## config.mk

```make
export PLATFORM = sky130hd
export DESIGN_NAME = paragraph_first_fit_allocator
export DESIGN_NICKNAME = d
export VERILOG_FILES = /design/src/hw/rtl/pfa_pkg.sv /design/src/hw/rtl/pfa_cell.sv /design/src/hw/rtl/pfa_ctrl.sv /design/src/hw/rtl/paragraph_first_fit_allocator.sv
export SDC_FILE = /design/constraint.sdc
export NUM_CORES = 2
export LEC_CHECK = 0
export ABC_CLOCK_PERIOD_IN_PS = 7800
export BUFFER_PORTS_ARGS = -buffer_cell sky130_fd_sc_hd__buf_2
export CAP_MARGIN = 20
export CORE_MARGIN = 5
export CORE_UTILIZATION = 62
export DETAILED_ROUTE_END_ITERATION = 7
export PLACE_DENSITY = 0.79
export SYNTH_ARGS = -nofsm -noshare
export SYNTH_HDL_FRONTEND = slang
export SYNTH_SLANG_ARGS = --single-unit
```

## constraint.sdc

```tcl
create_clock -name clk_i -period 7.8 [get_ports clk_i]
set_input_delay 1.56 -clock clk_i [delete_from_list [all_inputs] [get_ports clk_i]]
set_output_delay 1.56 -clock clk_i [all_outputs]
set_load 0.02 [all_outputs]
```

## src/hw/rtl/pfa_pkg.sv

```systemverilog
// Shared types and constants of the paragraph allocator.
// No dependencies.
package pfa_pkg;

  localparam int MaxBlocks = 64;
  localparam int CntW      = $clog2(MaxBlocks + 1);

  localparam logic [16:0] TotalReset = 17'd40960;
  localparam logic [16:0] TotalMax   = 17'd65536;

  typedef enum logic [1:0] {
    OP_ALLOC  = 2'd0,
    OP_FREE   = 2'd1,
    OP_RESIZE = 2'd2,
    OP_BAD    = 2'd3
  } op_e;

  typedef enum logic [1:0] {
    STATUS_OK      = 2'd0,
    STATUS_NOMEM   = 2'd1,
    STATUS_INVALID = 2'd2
  } status_e;

  typedef enum logic [6:0] {
    ST_IDLE    = 7'b0000001,
    ST_INIT    = 7'b0000010,
    ST_ALIGN   = 7'b0000100,
    ST_SCAN    = 7'b0001000,
    ST_RESOLVE = 7'b0010000,
    ST_DRAIN   = 7'b0100000,
    ST_RESP    = 7'b1000000
  } state_e;

  // one table entry as it travels round the ring
  typedef struct packed {
    logic        vld;
    logic        first;
    logic        used;
    logic [16:0] start;
    logic [16:0] size;
  } ent_t;

  typedef struct packed {
    logic load;
    logic shift;
  } ring_ctl_t;

  localparam ent_t EntNone = '0;

endpackage

```

## src/hw/rtl/pfa_cell.sv

```systemverilog
// One ring cell: holds a table entry and takes its neighbour's on shift.
// Depends on pfa_pkg.
module pfa_cell import pfa_pkg::*; (
  input  logic      clk_i,
  input  logic      rst_ni,
  input  ring_ctl_t ctl_i,
  input  ent_t      init_i,
  input  ent_t      d_i,
  output ent_t      q_o
);

  logic vld_q;
  ent_t pay_q;

  always_ff @(posedge clk_i or negedge rst_ni) begin
    if (!rst_ni) begin
      vld_q <= 1'b0;
    end else if (ctl_i.load) begin
      vld_q <= init_i.vld;
    end else if (ctl_i.shift) begin
      vld_q <= d_i.vld;
    end
  end

  always_ff @(posedge clk_i) begin
    if (ctl_i.load) begin
      pay_q <= init_i;
    end else if (ctl_i.shift) begin
      pay_q <= d_i;
    end
  end

  always_comb begin
    q_o     = pay_q;
    q_o.vld = vld_q;
  end

endmodule

```

## src/hw/rtl/pfa_ctrl.sv

```systemverilog
// Sequencer of the allocator: sees the ring head, feeds the ring tail.
// Holds a two-entry queue for merges and inserts. Depends on pfa_pkg.
module pfa_ctrl import pfa_pkg::*; (
  input  logic        clk_i,
  input  logic        rst_ni,
  input  logic        cfg_wr_i,
  input  logic        start_i,
  input  logic [1:0]  op_i,
  input  logic [15:0] size_i,
  input  logic [15:0] seg_i,
  input  ent_t        head_i,
  output ring_ctl_t   ctl_o,
  output ent_t        tail_o,
  output logic        busy_o,
  output logic        done_o,
  output logic [1:0]  status_o,
  output logic [15:0] seg_o
);

  state_e          state_q, state_d;
  logic            merge_q, merge_d;
  logic [CntW-1:0] cnt_q, cnt_d;
  logic [CntW-1:0] pos_q, pos_d;
  logic            found_q, found_d;
  logic            wait_q, wait_d;
  ent_t            q0_q, q0_d, q1_q, q1_d;
  op_e             op_q;
  logic [15:0]     req_q, seg_q;
  status_e         status_q, status_d;
  logic [15:0]     segout_q, segout_d;
  logic            ld_cmd;

  logic [16:0] reqx, diff_up, diff_dn;
  logic [17:0] q0_end;
  logic        adj, full, last, fit, split;
  ent_t        sh_q0, sh_q1, alloc_new, rsz_new, xn, qn;

  assign reqx    = {1'b0, req_q};
  assign diff_up = reqx - q0_q.size;
  assign diff_dn = q0_q.size - reqx;
  assign q0_end  = {1'b0, q0_q.start} + {1'b0, q0_q.size};
  assign adj     = q0_end == {1'b0, head_i.start};
  assign full    = cnt_q == CntW'(MaxBlocks);
  assign last    = pos_q == CntW'(MaxBlocks - 1);
  assign fit     = !head_i.used && !head_i.start[16] && (reqx <= head_i.size);
  assign split   = reqx < head_i.size;

  // queue advance: head of queue leaves, incoming entry joins behind
  assign sh_q0 = q1_q.vld ? q1_q : head_i;
  assign sh_q1 = q1_q.vld ? head_i : EntNone;

  always_comb begin
    alloc_new       = EntNone;
    alloc_new.vld   = 1'b1;
    alloc_new.start = head_i.start + reqx;
    alloc_new.size  = head_i.size - reqx;
    rsz_new         = EntNone;
    rsz_new.vld     = 1'b1;
    rsz_new.start   = q0_q.start + reqx;
    rsz_new.size    = diff_dn;
  end

  always_comb begin
    state_d  = state_q;
    merge_d  = merge_q;
    cnt_d    = cnt_q;
    pos_d    = pos_q;
    found_d  = found_q;
    wait_d   = wait_q;
    q0_d     = q0_q;
    q1_d     = q1_q;
    status_d = status_q;
    segout_d = segout_q;
    ld_cmd   = 1'b0;
    ctl_o    = '0;
    tail_o   = head_i;
    xn       = head_i;
    qn       = q0_q;
    case (state_q)
      ST_IDLE: begin
        if (cfg_wr_i) begin
          state_d = ST_INIT;
        end else if (start_i) begin
          ld_cmd   = 1'b1;
          found_d  = 1'b0;
          wait_d   = 1'b0;
          segout_d = '0;
          case (op_e'(op_i))
            OP_ALLOC: begin
              status_d = STATUS_NOMEM;
              merge_d  = 1'b1;
              state_d  = ST_ALIGN;
            end
            OP_FREE: begin
              status_d = STATUS_INVALID;
              merge_d  = 1'b0;
              state_d  = ST_ALIGN;
            end
            OP_RESIZE: begin
              status_d = STATUS_INVALID;
              merge_d  = 1'b1;
              state_d  = ST_ALIGN;
            end
            default: begin
              status_d = STATUS_INVALID;
              state_d  = ST_RESP;
            end
          endcase
        end
      end
      ST_INIT: begin
        ctl_o.load = 1'b1;
        cnt_d      = CntW'(1);
        q0_d       = EntNone;
        q1_d       = EntNone;
        state_d    = ST_IDLE;
      end
      ST_ALIGN: begin
        // rotate until the first table entry sits at the head
        if (head_i.vld && head_i.first) begin
          state_d = ST_SCAN;
          pos_d   = '0;
        end else begin
          ctl_o.shift = 1'b1;
        end
      end
      ST_SCAN: begin
        ctl_o.shift = 1'b1;
        pos_d       = pos_q + CntW'(1);
        if (merge_q) begin
          if (head_i.vld) begin
            if (q0_q.vld && !q0_q.used && !head_i.used && adj) begin
              q0_d.size = q0_q.size + head_i.size;
              tail_o    = EntNone;
              cnt_d     = cnt_q - CntW'(1);
            end else begin
              tail_o = q0_q;
              q0_d   = head_i;
            end
          end
        end else if (wait_q) begin
          if (head_i.vld) begin
            // resize: matched block in q0, next block at the head
            wait_d = 1'b0;
            if (reqx > q0_q.size) begin
              if (!head_i.used && head_i.size >= diff_up) begin
                qn.size  = reqx;
                xn.start = head_i.start + diff_up;
                xn.size  = head_i.size - diff_up;
                status_d = STATUS_OK;
              end else begin
                status_d = STATUS_NOMEM;
              end
              tail_o = qn;
              q0_d   = xn;
            end else if (reqx < q0_q.size) begin
              if (!head_i.used && adj) begin
                qn.size  = reqx;
                xn.start = head_i.start - diff_dn;
                xn.size  = head_i.size + diff_dn;
                status_d = STATUS_OK;
                tail_o   = qn;
                q0_d     = xn;
              end else if (full) begin
                status_d = STATUS_NOMEM;
                tail_o   = q0_q;
                q0_d     = head_i;
              end else begin
                qn.size  = reqx;
                status_d = STATUS_OK;
                tail_o   = qn;
                q0_d     = rsz_new;
                q1_d     = head_i;
                cnt_d    = cnt_q + CntW'(1);
              end
            end else begin
              status_d = STATUS_OK;
              tail_o   = q0_q;
              q0_d     = head_i;
            end
          end
        end else if (q0_q.vld) begin
          tail_o = q0_q;
          q0_d   = sh_q0;
          q1_d   = sh_q1;
        end else if (head_i.vld && !found_q) begin
          case (op_q)
            OP_ALLOC: begin
              if (fit && (!split || !full)) begin
                xn.used  = 1'b1;
                xn.size  = reqx;
                tail_o   = xn;
                found_d  = 1'b1;
                status_d = STATUS_OK;
                segout_d = head_i.start[15:0];
                if (split) begin
                  q0_d  = alloc_new;
                  cnt_d = cnt_q + CntW'(1);
                end
              end
            end
            OP_FREE: begin
              if (head_i.used && head_i.start == {1'b0, seg_q}) begin
                xn.used  = 1'b0;
                tail_o   = xn;
                found_d  = 1'b1;
                status_d = STATUS_OK;
              end
            end
            OP_RESIZE: begin
              if (head_i.used && head_i.start == {1'b0, seg_q}) begin
                tail_o  = EntNone;
                q0_d    = head_i;
                found_d = 1'b1;
                wait_d  = 1'b1;
              end
            end
            default: begin
              tail_o = head_i;
            end
          endcase
        end
        if (last) begin
          state_d = (!merge_q && wait_d) ? ST_RESOLVE : ST_DRAIN;
        end
      end
      ST_RESOLVE: begin
        // resized block was the last one in the table
        wait_d  = 1'b0;
        state_d = ST_DRAIN;
        if (reqx > q0_q.size) begin
          status_d = STATUS_NOMEM;
        end else if (reqx < q0_q.size) begin
          if (full) begin
            status_d = STATUS_NOMEM;
          end else begin
            q0_d.size = reqx;
            q1_d      = rsz_new;
            cnt_d     = cnt_q + CntW'(1);
            status_d  = STATUS_OK;
          end
        end else begin
          status_d = STATUS_OK;
        end
      end
      ST_DRAIN: begin
        if (q0_q.vld) begin
          ctl_o.shift = 1'b1;
          tail_o      = q0_q;
          q0_d        = sh_q0;
          q1_d        = sh_q1;
        end else if (merge_q) begin
          merge_d = 1'b0;
          state_d = ST_ALIGN;
        end else begin
          state_d = ST_RESP;
        end
      end
      ST_RESP: begin
        state_d = ST_IDLE;
      end
      default: begin
        state_d = ST_IDLE;
      end
    endcase
  end

  always_ff @(posedge clk_i or negedge rst_ni) begin
    if (!rst_ni) begin
      state_q <= ST_INIT;
      merge_q <= 1'b0;
      cnt_q   <= CntW'(1);
      pos_q   <= '0;
      found_q <= 1'b0;
      wait_q  <= 1'b0;
      q0_q    <= EntNone;
      q1_q    <= EntNone;
    end else begin
      state_q <= state_d;
      merge_q <= merge_d;
      cnt_q   <= cnt_d;
      pos_q   <= pos_d;
      found_q <= found_d;
      wait_q  <= wait_d;
      q0_q    <= q0_d;
      q1_q    <= q1_d;
    end
  end

  always_ff @(posedge clk_i) begin
    if (ld_cmd) begin
      op_q  <= op_e'(op_i);
      req_q <= size_i;
      seg_q <= seg_i;
    end
    status_q <= status_d;
    segout_q <= segout_d;
  end

  assign busy_o   = state_q != ST_IDLE;
  assign done_o   = state_q == ST_RESP;
  assign status_o = status_q;
  assign seg_o    = segout_q;

endmodule

```

## src/hw/rtl/paragraph_first_fit_allocator.sv

```systemverilog
// Top level of the paragraph allocator: APB register, cell ring, sequencer.
// Depends on pfa_pkg, pfa_cell and pfa_ctrl.
//
// Usage: raise start with opcode_i, size_paras_i and block_segment_i while
// busy is low; the command is taken at that edge. Exactly one result follows,
// shown for one cycle with done_o high, status_o and segment_out_o. The
// receiver cannot hold it off; a new command may be given the cycle after.
// The block table lives in a ring of MaxBlocks cells that rotates one entry a
// cycle past the sequencer while it aligns or scans. A pass first rotates the
// first entry round to the head, then scans the table, then empties the
// sequencer queue. Free takes one pass, allocate and resize two (merge, then
// search).
// Opcode 3 answers in the cycle right after its transfer.
// Reset, or a write of total_paras while idle at an APB address with paddr[2]
// low, rebuilds the table as one free block; busy stays high for that one cycle.
module paragraph_first_fit_allocator import pfa_pkg::*; (
  input  logic        clk_i,
  input  logic        rst_ni,
  input  logic        psel,
  input  logic        penable,
  input  logic        pwrite,
  input  logic [2:0]  paddr,
  input  logic [31:0] pwdata,
  output logic [31:0] prdata,
  output logic        pready,
  input  logic        start,
  output logic        busy,
  input  logic [1:0]  opcode_i,
  input  logic [15:0] size_paras_i,
  input  logic [15:0] block_segment_i,
  output logic        done_o,
  output logic [1:0]  status_o,
  output logic [15:0] segment_out_o
);

  logic [16:0] total_q, total_d;
  logic        cfg_wr;
  ring_ctl_t   ctl;
  ent_t        tail, init0;
  ent_t        cell_q [MaxBlocks];

  assign pready = 1'b1;
  assign prdata = {15'd0, total_q};
  assign cfg_wr = psel && penable && pwrite && !paddr[2];
  assign total_d = (pwdata[16:0] > TotalMax) ? TotalMax : pwdata[16:0];

  always_ff @(posedge clk_i or negedge rst_ni) begin
    if (!rst_ni) begin
      total_q <= TotalReset;
    end else if (cfg_wr) begin
      total_q <= total_d;
    end
  end

  always_comb begin
    init0       = EntNone;
    init0.vld   = 1'b1;
    init0.first = 1'b1;
    init0.size  = total_q;
  end

  for (genvar j = 0; j < MaxBlocks; j++) begin : g_cell
    ent_t d, ini;
    if (j == MaxBlocks - 1) begin : g_tail
      assign d = tail;
    end else begin : g_mid
      assign d = cell_q[j+1];
    end
    if (j == 0) begin : g_head
      assign ini = init0;
    end else begin : g_rest
      assign ini = EntNone;
    end
    pfa_cell u_cell (
      .clk_i  (clk_i),
      .rst_ni (rst_ni),
      .ctl_i  (ctl),
      .init_i (ini),
      .d_i    (d),
      .q_o    (cell_q[j])
    );
  end

  pfa_ctrl u_ctrl (
    .clk_i    (clk_i),
    .rst_ni   (rst_ni),
    .cfg_wr_i (cfg_wr),
    .start_i  (start),
    .op_i     (opcode_i),
    .size_i   (size_paras_i),
    .seg_i    (block_segment_i),
    .head_i   (cell_q[0]),
    .ctl_o    (ctl),
    .tail_o   (tail),
    .busy_o   (busy),
    .done_o   (done_o),
    .status_o (status_o),
    .seg_o    (segment_out_o)
  );

endmodule

```

=== After elaboration in Yosys (flattened, before gate mapping) ===
Cells that the tools add are included.

* $add $sub $neg: 14
* $lt $le $gt $ge: 6
* Eq/ne operators: 62
* Muxes and demuxes: 273
* Reduce and logical (&&, ||, !) cells: 49

{| class="wikitable"
|+ Operators by type and width
! operator !! count
|-
| 37-bit 2-to-1 mux || 33
|-
| 17-bit 2-to-1 mux || 12
|-
| 7-bit 2-to-1 mux || 24
|-
| 1-bit 2-to-1 mux || 155
|-
| 37-bit one-hot mux with 2 select lines || 2
|-
| 37-bit one-hot mux with 4 select lines || 1
|-
| 16-bit 2-to-1 mux || 8
|-
| 37-bit one-hot mux with 3 select lines || 1
|-
| 36-bit 2-to-1 mux || 3
|-
| 35-bit 2-to-1 mux || 2
|-
| 17-bit one-hot mux with 4 select lines || 1
|-
| 20-bit one-hot mux with 3 select lines || 1
|-
| 17-bit adder || 3
|-
| 10-bit AND reduction || 4
|-
| 7-bit one-hot mux with 5 select lines || 1
|-
| 17-bit by 16-bit adder with 17-bit output || 2
|-
| 16-bit by 17-bit less-than comparator with 1-bit output || 2
|-
| 34-bit 2-to-1 mux || 1
|-
| 17-bit by 16-bit subtractor with 17-bit output || 2
|-
| 17-bit subtractor || 2
|-
| 3-bit inequality test, second input constant || 11
|-
| 16-bit one-hot mux with 2 select lines || 1
|-
| 2-bit 2-to-1 mux || 15
|-
| 7-bit one-hot mux with 3 select lines || 1
|-
| other kinds (53) || 116
|}

* Register bits after elaboration: 2535
* Bits of input ports: 75
* Output and inout bits: 53
* Word-level logic and storage cells: 746

=== Depth between registers and ports, before layout ===
* Word-level depth: 13
* Depth in mapped cells: 24
* Depth with buffers taken out: 23

=== Modules after synthesis ===
A second synthesis with hierarchy kept.

* Cell total of the unflattened synthesis: 7957
* Area total of the unflattened synthesis: 124101.5 um^2

{| class="wikitable"
|+ By module, submodules not included
! module !! times used !! cells each !! area an instance (um^2) !! sequential area each (um^2)
|-
| pfa_cell || 64 || 82 || 1607.8 || 1106.1
|-
| pfa_ctrl || 1 || 2628 || 20238.2 || 4016.4
|-
| paragraph_first_fit_allocator || 1 || 81 || 964.7 || 427.9
|}

=== Worst setup path after synthesis ===
OpenSTA, ideal clock, no wires.

* Path type: reg2reg
* Start point: reg u_ctrl.req_q[1]
* End point: reg g_cell[63].u_cell.pay_q (netlist bit g_cell[63].u_cell.q_o[12])
* Library setup time: 127 ps
* Arrival time: 5317 ps
* Required time: 7673 ps
* Setup slack: 2356 ps
* Stages on the path, launching flop included: 24
* Buffers on the path: 1
* Period minus slack after synthesis: 5444 ps
* Cells stage by stage: edfxtp_1 > inv_1 > ha_1 > nor2b_1 > o31a_1 > o311a_1 > nor2_1 > o21bai_1 > a21oi_1 > xnor2_1 > inv_1 > ha_1 > nand3_1 > nor3_1 > o311a_1 > o21bai_1 > a21o_1 > a211oi_2 > a21oi_1 > a21oi_4 > buf_6 > mux2i_1 > a2111oi_0 > or3b_1

* Word-level cells in the longest chain between the ends: 11
* Elaborated cells between the ends (all ways): 22
* Classes of those cells: 1 x add/sub; 5 x order compare; 11 x mux; 5 x reduce/logical

{| class="wikitable"
|+ RTL lines
! element !! RTL line !! RTL
|-
| start: declaration || pfa_ctrl.sv:28 || <nowiki>logic [15:0] req_q, seg_q;</nowiki>
|-
| start signal: assignment || pfa_ctrl.sv:293 || <nowiki>req_q <= size_i;</nowiki>
|-
| branches (longest 8 deep; another with 16-bit by 17-bit subtractor with 17-bit output) || -- ||
|-
| 37-bit 2-to-1 mux * || pfa_ctrl.sv:141 || <nowiki>end else if (wait_q) begin</nowiki>
|-
| 37-bit 2-to-1 mux * || pfa_ctrl.sv:130 || <nowiki>if (merge_q) begin</nowiki>
|-
| 37-bit one-hot mux with 2 select lines * || pfa_ctrl.sv:79 || <nowiki>case (state_q)</nowiki>
|-
| end signal: assignment || pfa_cell.sv:27 || <nowiki>pay_q <= init_i;</nowiki>
|-
| end signal: assignment || pfa_cell.sv:29 || <nowiki>pay_q <= d_i;</nowiki>
|-
| end: declaration || pfa_cell.sv:13 || <nowiki>ent_t pay_q;</nowiki>
|}

Every way passes the cells marked *.
A chain may end at the register's enable or synchronous reset.

=== Worst setup path in the final report ===
* Start point: reg u_ctrl.q0_q[2] (netlist bit)
* End point: reg g_cell[63].u_cell.pay_q (netlist bit g_cell[63].u_cell.q_o[2])

* Word-level cells in the longest chain between the ends: 10
* Elaborated cells between the ends (all ways): 22
* Classes of those cells: 2 x add/sub; 3 x order compare; 1 x eq/ne; 13 x mux; 3 x reduce/logical

{| class="wikitable"
|+ RTL lines
! element !! RTL line !! RTL
|-
| start: declaration || pfa_ctrl.sv:26 || <nowiki>ent_t q0_q, q0_d, q1_q, q1_d;</nowiki>
|-
| start signal: assignment || pfa_ctrl.sv:276 || <nowiki>q0_q <= EntNone;</nowiki>
|-
| start signal: assignment || pfa_ctrl.sv:285 || <nowiki>q0_q <= q0_d;</nowiki>
|-
| branches (longest 9 deep; another with 16-bit by 17-bit subtractor with 17-bit output) || -- ||
|-
| 37-bit one-hot mux with 2 select lines * || pfa_ctrl.sv:79 ||
|}

Marks and branches as above.

==> results.txt <==
Synth Area in XOR/XNOR -> 0.01592
Worst Hold Slack -> 0.4056 ns
CTS root buffer -> clkbuf_16
Worst Setup Start Kind -> register
Share of cells above drive strength 1 -> 0.08517
Async SR Flop Fraction -> 0.07061
CTS tree -> yes
Fin nets -> 8503
Sequential share of the synthesized area -> 0.5592
IO buf count -> 94
Reg-to-Reg End -> g_cell[63].u_cell.q_o[2]
Clk Latency, worst-skew pair -> 0.86 ns
Synthesis-to-finish area growth -> 10.48%
Clock skew -> 0.1002 ns
Ys flop type -> dfxtp_1
Cts repair resizes -> 0
Reg area -> 52340 µm²
Worst Min Path Start -> g_cell[3].u_cell.q_o[22]
Met3 Resource Use GR -> 0.07506
DR vias -> 67880
Final hold violation count -> 0
Gate Count Post-Synth -> 8495
Starting Density -> 0.6242
Post-CTS Setup Inserts -> 0
CP max FO -> 10
Initial antenna violation count -> 13
Area occupied by multi-input gates -> 38020 µm²
Die height -> 398.5 µm
Peak-usage layer in the global routing report -> met2
Reg2Reg Launch Point -> u_ctrl.q0_q[2]
Final Slew Violations -> 0
Worst VDD drop -> 0.0002899 V
Number of global-route vias before repair -> 64330
Synth warnings -> 0
Number of DRC markers in iteration 0 -> 7300
Fmax -> 0.1495 GHz
Row count -> 142
Mux cell area share after synthesis -> 0.01077
Global route total overflow -> 0
Worst reg2reg path depth -> 21
Vias per cell -> 6.494
Final setup viols -> 0
Leading cell type in the layout, fill and taps excluded -> dfxtp_1
CTS buffer count -> 228
Largest family of logic cells by synthesized area -> compound AO/OA/AOI/OAI gates
Compound-Gate Fraction of Synth Area -> 0.2961
Hold Buf Count CTS -> 0
Crit end category -> register
Rel. slew slack -> 0.1369
Gp weighted congestion -> 1.076
DRC Markers -> 0
Worst hold endpoint -> g_cell[2].u_cell.q_o[22]
Worst Hold Class -> register to register
Yosys top cell by area -> dfxtp_1
# clock sinks -> 2535
Hold Path Stages -> 1
Pin count of the biggest net entering global routing -> 282
Netlist cell types -> 91
Kind of critical path -> register to register
Die area -> 158800 µm²
Status -> finished, final reports clean
Total negative slack -> 0 ns
Post-synth EDFFs -> 69
H-tree depth -> 4
Unrepaired setup endpoints after global routing -> no
Synth Cell Area -> 93600 µm²
ANT nets after route -> 0
CP required -> 8.45 ns
Average size of a mapped cell -> 11.02 µm²
First-pass GRT wire length -> 375200 µm
Dominant cells by area after synthesis -> dfxtp_1 (49%), a22o_1 (21%), dfrtp_1 (4.7%)
Die Width -> 398.5 µm
CTS max path bufs -> 3
Most frequent cells in the layout -> dfxtp_1 (2287), a22o_1 (2268), nand2_1 (466)
Fin crit share -> 0.8578
Worst-path clk slew -> 0.07 ns
Filler cells -> 10900
#FFs+latches synth -> 2535
PD cells -> 341.6 nW/µm²
Final wirelength -> 244400 µm
Max-cap violations -> 0
Wire per inst -> 23.38 µm
Leakage -> 0.04140 µW
Fin crit period -> 6.691 ns
Synthesized-area fraction occupied by adder cells -> 0.02708
Simple-Gate Fraction of Synth Area -> 0.05402
DRT Pass-1 Iters -> 6
Yosys top cell area share -> 0.4892
Ports -> 128
GR Util All Layers -> 0.2965
Slew of the pin with the lowest slew margin -> 1.295 ns
Core area -> 150000 µm²
Met2 Use GR -> 0.4409
Met1 Track Usage GR -> 0.4078
Dpl hpwl -> 155100 µm
Flop-to-flop setup slack -> 1.11 ns
Critical Path AT -> 7.34 ns
==> routing by layer <==
metal	share of wire	wire length, µm
met1	0.43	106300
met2	0.43	104100
met3	0.087	21320
met5	0.00016	39
met4	0.052	12680
==> flip-flops by register name, indices dropped and copies added (netlist names) <==
signal,count
u_ctrl.q0_q,37
u_ctrl.wait_q,1
g_cell.u_cell.vld_q,64
u_ctrl.status_o,2
u_ctrl.seg_o,16
u_ctrl.q1_q,37
u_ctrl.seg_q,16
g_cell.u_cell.q_o,2304
u_ctrl.req_q,16
u_ctrl.state_q,7
total_q,17
u_ctrl.found_q,1
u_ctrl.op_q,2
u_ctrl.merge_q,1
u_ctrl.pos_q,7
u_ctrl.cnt_q,7
==> metrics by stage <==
stage               setup WS (ns)    util  instance area, µm²  power (µW)  instances
floorplan                   2.356       -               93650       20640       8509
global placement            1.387  0.6349               95210       23410      10020
detailed placement          1.321  0.6349               95210       23490      10020
CTS                         1.215  0.6892              103400       35200      10440
global route               0.7387  0.6895              103400       36730      10450
finish                      1.109  0.6896              103400       35330      10450
==> worst max-delay path by stage <==
stage	startpoint	endpoint	slack [ns]	cells after the start
after CTS	u_ctrl.q0_q[2]	g_cell[63].u_cell.q_o[2]	1.21	21
after detailed placement	u_ctrl.q0_q[2]	g_cell[63].u_cell.q_o[12]	1.32	21
final	u_ctrl.q0_q[2]	g_cell[63].u_cell.q_o[2]	1.11	21
after floorplan	u_ctrl.req_q[1]	g_cell[63].u_cell.q_o[12]	2.36	23
after global routing	u_ctrl.q0_q[1]	g_cell[63].u_cell.q_o[2]	0.74	22
after global placement	u_ctrl.q0_q[1]	g_cell[63].u_cell.q_o[10]	1.39	21
==> cell type report <==
class | count | area share
well taps | 2016 | 0.02439
clock inverters | 84 | 0.01111
flip-flops and latches | 2535 | 0.5062
diodes | 7 | 0.0001694
inverters | 134 | 0.004864
multi-input cells | 5089 | 0.3677
clock buffers | 344 | 0.06763
repair buffers | 244 | 0.01799
==> kinds of logic (layout without fill, tap and decap cells) <==
| family | count (synthesis) | in the layout |
|---|---|---|
| xor gates and xnor gates | 168 | 168 |
| other | 2 | 23 |
| DFF | 2535 | 2535 |
| muxes | 98 | 98 |
| AOI/OAI and AO/OA | 3508 | 3508 |
| and+or+nand+nor | 1103 | 1103 |
| adders and majority gates | 196 | 196 |
| buffers and inverters | 885 | 806 |
==> worst max-delay path, cell delays in order, from the launching register on <==
cell and delay, ns:
dfrtp_1 0.66, ha_1 0.44, o21a_1 0.22, o31a_1 0.15, o311a_1 0.39, nor2_1 0.22, o21ai_0 0.20, xnor2_1 0.57
inv_1 0.12, ha_1 0.34, nand3_1 0.16, nor3_1 0.40, o311a_1 0.31, o21bai_1 0.11, a21o_1 0.22, a211oi_4 0.37
buf_4 0.28, nor2_1 0.12, a21oi_4 0.42, mux2i_1 0.23, a2111oi_0 0.13, or3b_1 0.40
==> power by group <==
group          leakage [µW]  switching, µW  internal, µW  total, µW
sequential           0.0215            651         13700      14400
combinational        0.0158           6350          2870       9220
clock               0.00402           4930          6800      11700
==> synthesized netlist by cell type, types with 19 or more instances <==
cell	n
a22oi_1	30
buf_2	22
mux2i_1	76
nand2_1	469
o21a_1	39
o21ai_0	314
ha_1	185
nor2b_1	50
a221oi_1	53
buf_1	28
nor3_1	58
and3_1	35
dfxtp_1	2287
or3_1	21
o22ai_1	62
dfrtp_1	175
clkbuf_1	679
nand2b_1	24
nand4_1	27
o21bai_1	31
o31ai_1	26
edfxtp_1	69
o221ai_1	24
o211ai_1	38
a211oi_1	45
a2111oi_0	28
a22o_1	2268
xnor2_1	117
buf_4	19
a21oi_1	346
nor2_1	274
mux2_2	22
inv_1	133
a31oi_1	33
nor4_1	25
a21o_1	63
nand3_1	48
xor2_1	50
(Power assumes the default switching activity.)
